**src/sv/mfdr_pkg.sv**
```systemverilog
// ============================================================================
// mfdr_pkg
// Shared constants, codes and types of the message queue with descriptor ring.
// ============================================================================
package mfdr_pkg;

    // Storage dimensions.
    localparam int STORE_DEPTH = 4096;
    localparam int RING_DEPTH  = 32;
    localparam int STORE_AW    = $clog2(STORE_DEPTH);
    localparam int SLOT_W      = $clog2(RING_DEPTH);
    localparam int RCNT_W      = $clog2(RING_DEPTH + 1);
    localparam int CMDQ_DEPTH  = 2;

    // Field widths.
    localparam int REQ_W     = 3;
    localparam int BYTE_W    = 8;
    localparam int SIZE_W    = 13;
    localparam int OFF_W     = 12;
    localparam int STATUS_W  = 2;
    localparam int COUNT_W   = 5;
    localparam int CFG_W     = 13;
    localparam int CFG_IDX_W = 2;
    localparam int RING_CFG_W = 6;

    // Request type codes.
    localparam logic [REQ_W-1:0] REQ_WRITE = 3'd0;
    localparam logic [REQ_W-1:0] REQ_READ  = 3'd1;
    localparam logic [REQ_W-1:0] REQ_DROP  = 3'd2;
    localparam logic [REQ_W-1:0] REQ_CLEAR = 3'd3;
    localparam logic [REQ_W-1:0] REQ_COUNT = 3'd4;

    // Status codes.
    localparam logic [STATUS_W-1:0] ST_OK     = 2'd0;
    localparam logic [STATUS_W-1:0] ST_REJECT = 2'd1;
    localparam logic [STATUS_W-1:0] ST_EMPTY  = 2'd2;

    // Configuration register indexes.
    localparam logic [CFG_IDX_W-1:0] CFG_STORE_BYTES  = 2'd0;
    localparam logic [CFG_IDX_W-1:0] CFG_RING_ENTRIES = 2'd1;
    localparam logic [CFG_IDX_W-1:0] CFG_OVERWRITE    = 2'd2;

    // Configuration reset values.
    localparam logic [SIZE_W-1:0]     STORE_BYTES_RST  = 13'd4096;
    localparam logic [RING_CFG_W-1:0] RING_ENTRIES_RST = 6'd32;

    // Request kinds after decoding; count and unknown requests only report.
    typedef enum logic [2:0] {
        K_WRITE,
        K_READ,
        K_DROP,
        K_CLEAR,
        K_REPORT
    } t_kind;

    typedef struct packed {
        t_kind             kind;
        logic              first;
        logic [BYTE_W-1:0] data;
        logic [SIZE_W-1:0] size;
        logic [OFF_W-1:0]  boff;
    } t_cmd;

    typedef struct packed {
        logic                valid;
        logic [STATUS_W-1:0] status;
        logic [BYTE_W-1:0]   rbyte;
        logic [SIZE_W-1:0]   head_size;
        logic [COUNT_W-1:0]  count;
    } t_result;

endpackage

```
**src/sv/mfdr_cmdq.sv**
```systemverilog
// ============================================================================
// mfdr_cmdq
// Short command queue between the front end and the execution sequencer.
// ============================================================================
module mfdr_cmdq (
    input  logic           i_clk,
    input  logic           i_rst_n,
    input  logic           i_push,
    input  mfdr_pkg::t_cmd i_cmd,
    input  logic           i_pop,
    output logic           o_valid,
    output logic           o_full,
    output mfdr_pkg::t_cmd o_cmd
);

    localparam int PTR_W = (mfdr_pkg::CMDQ_DEPTH > 1) ? $clog2(mfdr_pkg::CMDQ_DEPTH) : 1;
    localparam int CNT_W = $clog2(mfdr_pkg::CMDQ_DEPTH + 1);
    localparam logic [PTR_W-1:0] LAST_PTR = PTR_W'(mfdr_pkg::CMDQ_DEPTH - 1);
    localparam logic [CNT_W-1:0] FULL_CNT = CNT_W'(mfdr_pkg::CMDQ_DEPTH);

    mfdr_pkg::t_cmd   r_mem [mfdr_pkg::CMDQ_DEPTH];
    logic [PTR_W-1:0] r_wp;
    logic [PTR_W-1:0] r_rp;
    logic [CNT_W-1:0] r_cnt;

    always_ff @(posedge i_clk) begin
        if (!i_rst_n) begin
            r_wp  <= '0;
            r_rp  <= '0;
            r_cnt <= '0;
        end else begin
            if (i_push) begin
                r_mem[r_wp] <= i_cmd;
                r_wp        <= (r_wp == LAST_PTR) ? '0 : r_wp + PTR_W'(1);
            end
            if (i_pop) begin
                r_rp <= (r_rp == LAST_PTR) ? '0 : r_rp + PTR_W'(1);
            end
            if (i_push && !i_pop) begin
                r_cnt <= r_cnt + CNT_W'(1);
            end else if (!i_push && i_pop) begin
                r_cnt <= r_cnt - CNT_W'(1);
            end
        end
    end

    assign o_valid = (r_cnt != '0);
    assign o_full  = (r_cnt == FULL_CNT);
    assign o_cmd   = r_mem[r_rp];

endmodule

```
**config.mk**
```make
export PLATFORM = sky130hd
export DESIGN_NAME = mfdr_cmdq
export DESIGN_NICKNAME = d
export VERILOG_FILES = /design/src/sv/mfdr_pkg.sv /design/src/sv/mfdr_cmdq.sv
export SDC_FILE = /design/constraint.sdc
export NUM_CORES = 1
export LEC_CHECK = 0
export ABC_AREA = 1
export ABC_CLOCK_PERIOD_IN_PS = 10090
export BUFFER_PORTS_ARGS = -buffer_cell sky130_fd_sc_hd__buf_2
export CAP_MARGIN = 20
export CORE_MARGIN = 2
export CORE_UTILIZATION = 56
export DETAILED_ROUTE_END_ITERATION = 12
export PLACE_DENSITY = 0.84
export SYNTH_ARGS = -nofsm -noshare
export SYNTH_HDL_FRONTEND = slang
export SYNTH_SLANG_ARGS = --single-unit
```
**constraint.sdc**
```tcl
create_clock -name i_clk -period 10.09 [get_ports i_clk]
set_input_delay 3.027 -clock i_clk [delete_from_list [all_inputs] [get_ports i_clk]]
set_output_delay 3.027 -clock i_clk [all_outputs]
set_load 0.01 [all_outputs]
```
; ---- Word level (Yosys, flattened, before mapping)
; Memory sizes are Yosys's and may differ from the RTL's. A register that Yosys moved wholly into a read port is not among the register bits.
; Index checks and enable logic that the tools add are counted.
[totals]
ff_bits = 4
ram_bits = 74
output_inout_bits = 39
elab_cells = 24
memories = 1
[classes]
add_sub_neg = 4
n_eq_ne = 1
muxes = 9
n_reduce_logical = 6
[memory_table]
columns = memory, words, width, read_ports, rd_clocked_by_memory_dff, wr, line
row1 = r_mem, 2, 37, 1, 1, 1, mfdr_cmdq.sv:21  ; mfdr_pkg::t_cmd r_mem [mfdr_pkg::CMDQ_DEPTH];
[op_table]
columns = op, n
row1 = 2-to-1 mux 1 bit, 7
row2 = 2-to-1 mux 2 bit, 2
row3 = nonzero test 2 bit, 2
row4 = "adder 1 bit, second input constant", 2
row5 = "adder 2 x 1 -> 2 bit, second input constant", 1
row6 = "== test 2 bit, second input constant", 1
row7 = logical AND 1 bit, 2
row8 = logical NOT 1 bit, 2
row9 = "subtractor 2 x 1 -> 2 bit, second input constant", 1

; ---- Logic depth before layout (Yosys ltp)
; Gate-level depths: netlist (run 1).
[depth]
depth_word = 4
ltp_mapped = 8

; ---- Least setup slack after synthesis (run 1)
; OpenSTA, ideal clock, no wires.
[synth_path]
path_kind = in2reg
startpoint = input port i_rst_n
endpoint = memory r_mem[1][0] (netlist bit), enable pin
t_arrival_ns = 5.632
slack_ns = 3.981
stages = 2
n_path_buf = 0
path_cell_list = inv_1 > nor3_1
[synth_between]
elab_chain_len = 2
[synth_lines]
columns = item, line
row1 = "start, declared", mfdr_cmdq.sv:7  ; input logic i_rst_n,
row2 = 2-to-1 mux 1 bit, mfdr_cmdq.sv:27  ; if (!i_rst_n) begin
row3 = 2-to-1 mux 1 bit (not written as such), mfdr_cmdq.sv:33  ; r_mem[r_wp] <= i_cmd;
row4 = "end, declared", mfdr_cmdq.sv:21
; No other way between the ends.

==> results.md, run 1 <==
## Placement
• hpwl dp: 3.27 mm
• Cell Count Post-Placement: 296
• port buffer count: 79
• placer congestion estimate: 0.738

## Yosys
• Unique masters post-synth: 16
• Syn Area/Cell: 20.5 um^2
• synthesized netlist net count: 191
• number of instances in the synthesized netlist: 149
• warnings from Yosys: 0
• Post-Synthesis Cell Area: 0.00305 mm^2
• fraction of the yosys area taken by sequential cells: 76.0%
• Yosys reg bits: 79

## Critical path
• maximum fanout along the worst path: 21
• element type at the critical path start: flop
• Required @ worst endpoint: 7060 ps
• reg-to-reg slack, setup: 8710 ps
• Crit Reg-Reg Endpoint: r_mem[1][22]
• arrival time at the worst endpoint: 1810 ps
• Reg-to-Reg Start: r_wp
• worst setup path class: reg -> out
• kind of capture point of the worst setup path: output pin
• length in cells of the worst reg-to-reg path: 3

## STA
• RSZ-0062 raised after global routing: no
• minimum clock period after layout: 4840 ps
• slew of the pin with the lowest slew margin: 569 ps
• final-report hold violation count: 0
• Fmax achieved: 207 MHz
• total count of max-transition violations in the final report: 0
• Worst Skew: 3.88 ps
• sum of negative setup slack: 0 ps
• post-route fraction of the period consumed by the critical path: 47.9%
• worst relative slew slack: 62.1%
• final setup violating endpoints: 0

## Clock network
• TritonCTS clock tree: built
• post-cts resize count: 0
• number of H-tree levels: 3
• buffer depth of the longest clock path: 2
• number of buffers inserted by hold repair at cts: 0
• CTS Sinks: 79
• worst-skew pair later-pin latency: 340 ps
• number of setup buffers added after CTS: 0
• CTS Root Buffer Type: clkbuf_8
• Inserted Clock Buffers: 9
• clk slew on worst S/H paths: 70 ps

## Die
• IO Pins: 80
• area of the die: 0.00606 mm^2
• floorplan core area: 0.00517 mm^2
• Initial Utilization: 59.0%
• Die Ht: 77.9 um
• count of standard-cell rows: 26
• die extent in x: 77.9 um

## Finish
• ratio of cells with drive above 1 in the final layout: 56.4%
• layout overhead on the synthesized area: 23.2%
• ant diodes: 0
• final std cells w/o fill: 313
• fin nets: 280
• commonest cells after routing, fill and taps aside: buf_2 (79), edfxtp_1 (74), mux2_4 (30)
• most common cell after layout, fill and taps aside: buf_2

## Worst hold path
• Hold WC Path Type: reg -> reg
• source of the worst hold timing path: r_wp
• number of cells traversed by the worst hold path: 2
• end of the worst hold path: r_wp

## Global routing
• GR Overflow Total: 0
• first-pass GRT wire length: 7.47 mm
• number of antenna violations at the first check in global routing: 0
• number of global-route vias before repair: 1580
• all-layer global routing usage: 17.0%
• maximum number of pins on one net before global-route repair: 38

## Detailed routing
• via count: 1547
• routed wirelength normalized by instance count: 15.7 um
• First DRT Iteration DRCs: 96
• drt total wl: 4.91 mm
• Via-to-Cell Ratio: 4.94
• post-route antenna net violation count: 0
• count of TritonRoute iterations in the first routing pass: 4
• DRC: 0

## Status
• run status: finished clean

## Power and ir drop
• Power Density: 191 mW/mm^2
• static leakage: 1.51 nW
• IR Drop Worst-Case VDD: 0.128 mV

## Run
• max-cap viol count: 0

-- synthesized netlist by cell type --
cell	number	share of area, %
nor3_1	1	0.16
mux2_2	7	2.6
nand4_1	1	0.20
xnor2_1	1	0.29
edfxtp_1	74	73
nand2_1	7	0.86
buf_6	1	0.37
inv_1	9	1.1
ha_1	1	0.41
mux2_4	30	15
buf_12	3	2.0
nor2_1	5	0.61
o21ai_0	1	0.16
nand3_1	1	0.16
a21oi_1	2	0.33
dfxtp_1	5	3.3
-- cells by family (layout without fill, tap and decap cells) --
group                      Yosys count  count (layout)  synth area share [%]
DFF                                 79              79                  76.0
xor gates and xnor gates             1               1                 0.287
and+or+nand+nor                     15              15                  2.01
buffers and inverters               13             107                  3.44
AOI/OAI and AO/OA                    3               3                 0.491
adders and majority gates            1               1                 0.410
muxes                               37              37                  17.3
-- through the flow --
stage	hold WS [ps]	utilization (%)	worst slack, ps	total power (W)	area (um^2)
2_1_floorplan	443	-	3980	0.000433	3050
3_3_place_gp	450	67.4	5380	0.000455	3490
3_5_place_dp	460	67.8	5540	0.000459	3510
4_1_cts	470	72.4	5220	0.000725	3740
5_1_grt	516	72.7	5160	0.000744	3760
6_report	473	72.7	5250	0.000720	3760
-- registers in the layout, indices dropped and copies added (netlist names), named ones only --
signal / flops
r_cnt: 2
r_mem: 74
r_rp: 1
r_wp: 1
-- worst max path at each step --
stage / from / to / slack (ps)
after floorplan: i_rst_n / r_mem[1][0] / 3980
after global placement: flop / o_cmd[36] / 5380
after detailed placement: i_rst_n / r_mem[0][3] / 5540
after CTS: flop / o_cmd[36] / 5220
after global routing: flop / o_cmd[36] / 5160
final: flop / o_cmd[36] / 5250
-- final cells by class --
cell class | count | area (um^2)
inverters | 9 | 33.8
clock buffers | 9 | 124
multi-input cells | 57 | 639
repair buffers | 82 | 443
fillers | 326 | 1410
clock inverters | 7 | 111
flip-flops and latches | 79 | 2320
well taps | 70 | 87.6
-- metal layers --
layer,global-route usage [%],vias up,part of all wire [%]
li1,-,741,-
met1,19.6,749,39
met3,5.12,4,5.7
met4,8.04,0,0.59
met2,29.1,53,55
met5,0,-,0
-- critical path, stage by stage (launching register included) --
cell	delay, ps
dfxtp_2	700
buf_12	270
mux2_2	360
buf_2	140
-- power breakdown --
part            total, W  internal, W  switching, W
combinational  0.0000733    0.0000394     0.0000338
clock           0.000269     0.000162      0.000106
sequential      0.000378     0.000371    0.00000691
total           0.000720     0.000573      0.000147
Note: power is estimated with default switching activity, not from simulation.
==> run 2, diff against run 1 <==
- ABC_CLOCK_PERIOD_IN_PS: 10090 -> 4500
- CORE_UTILIZATION: 56 -> 52
- PLACE_DENSITY: 0.84 -> 0.79
- clock period: 10.09 -> 4.5 ns (I/O delays scaled with it)
==> results.md, run 2 (synthesis results as in run 1) <==
## Status
• run status: finished clean

## Global routing
• all-layer global routing usage: 15.6%
• number of global-route vias before repair: 1568
• first-pass GRT wire length: 7.25 mm
• number of antenna violations at the first check in global routing: 0
• GR Overflow Total: 0
• maximum number of pins on one net before global-route repair: 38

## Power and ir drop
• Power Density: 384 mW/mm^2
• IR Drop Worst-Case VDD: 0.253 mV
• static leakage: 1.47 nW
• power consumption: 0.00141 W

## Detailed routing
• First DRT Iteration DRCs: 78
• drt total wl: 4.77 mm
• routed wirelength normalized by instance count: 15.1 um
• via count: 1536
• count of TritonRoute iterations in the first routing pass: 4
• post-route antenna net violation count: 0
• DRC: 0
• Via-to-Cell Ratio: 4.88

## Clock network
• number of H-tree levels: 3
• number of buffers inserted by hold repair at cts: 0
• TritonCTS clock tree: built
• number of setup buffers added after CTS: 0
• buffer depth of the longest clock path: 2
• post-cts resize count: 0
• Inserted Clock Buffers: 9
• CTS Sinks: 79
• worst-skew pair later-pin latency: 320 ps
• clk slew on worst S/H paths: 60 ps
• CTS Root Buffer Type: clkbuf_8

## Finish
• max reg flops: 74
• largest registers in the final layout: r_mem x74, r_cnt x2
• most common cell after layout, fill and taps aside: buf_2
• ant diodes: 0
• commonest cells after routing, fill and taps aside: buf_2 (79), edfxtp_1 (74), mux2_4 (30)
• Biggest register: r_mem
• area of all placed cells without fillers: 0.00368 mm^2
• layout overhead on the synthesized area: 20.4%
• fin nets: 281
• ratio of cells with drive above 1 in the final layout: 54.3%

## Critical path
• arrival time at the worst endpoint: 2000 ps
• kind of capture point of the worst setup path: output pin
• maximum fanout along the worst path: 20
• Required @ worst endpoint: 3150 ps
• element type at the critical path start: flop
• worst setup path class: reg -> out

## Placement
• placer congestion estimate: 0.732
• hpwl dp: 3.29 mm
• port buffer count: 79
• Post-Place Cell Area: 0.00350 mm^2

## STA
• final setup violating endpoints: 0
• total count of max-transition violations in the final report: 0
• slew of the pin with the lowest slew margin: 616 ps
• sum of negative setup slack: 0 ps
• post-route fraction of the period consumed by the critical path: 74.4%
• minimum clock period after layout: 3350 ps
• Fmax achieved: 299 MHz
• Worst Skew: 6.05 ps
• final-report hold violation count: 0
• RSZ-0062 raised after global routing: no
• final-layout worst hold slack: 470 ps
• worst relative slew slack: 58.9%

## Die
• Die Ht: 80.6 um
• Initial Utilization: 54.8%
• die extent in x: 80.6 um
• floorplan core area: 0.00557 mm^2
• IO Pins: 80
• area of the die: 0.00650 mm^2
• count of standard-cell rows: 27

## Run
• max-cap viol count: 0

## Worst hold path
• Hold WC Path Type: reg -> reg

-- run 2: final timing paths --
check             start            to  slack, ps  depth (start not counted)
setup / recovery   flop     o_cmd[20]       1150                          3
hold / removal     r_wp          r_wp        470                          2
setup reg to reg   r_wp  r_mem[0][22]       3070                          4
hold reg to reg    r_wp          r_wp        470                          2
-- run 2: final cells by class --
| cell class | instances | area, um^2 |
|---|---|---|
| Clock buffer | 12 | 135 |
| Clock inverter | 3 | 11.3 |
| Fill cell | 396 | 1900 |
| Inverter | 9 | 33.8 |
| Multi-Input combinational cell | 57 | 639 |
| Sequential cell | 79 | 2320 |
| Tap cell | 72 | 90.1 |
| Timing Repair Buffer | 83 | 445 |
-- run 2: power by group --
part / total, W / switching, W / internal, W
Clock: 0.000401 / 0.000209 / 0.000192
Combinational: 0.000162 / 0.0000744 / 0.0000874
Sequential: 0.000849 / 0.0000161 / 0.000833
-- run 2: metal layers --
layer	track usage (%)	share of wire [%]	vias up
li1	-	-	741
met1	17.3	40	745
met2	27.2	53	43
met3	3.93	5.4	7
met4	9.15	1.7	0
met5	0	0	-
-- run 2: worst max-delay path: stages (launching register included) --
cell and delay [ps]:
dfxtp_2 730, buf_4 430, mux2_2 380, buf_2 140
-- run 2: per-stage QoR --
stage,worst slack (ps),std cells,utilization (%)
2_1_floorplan,67.9,149,-
4_1_cts,1110,314,65.5
6_report,1150,315,66.0
3_3_place_gp,1490,299,62.9
5_1_grt,1040,315,66.0
3_5_place_dp,1470,299,62.9
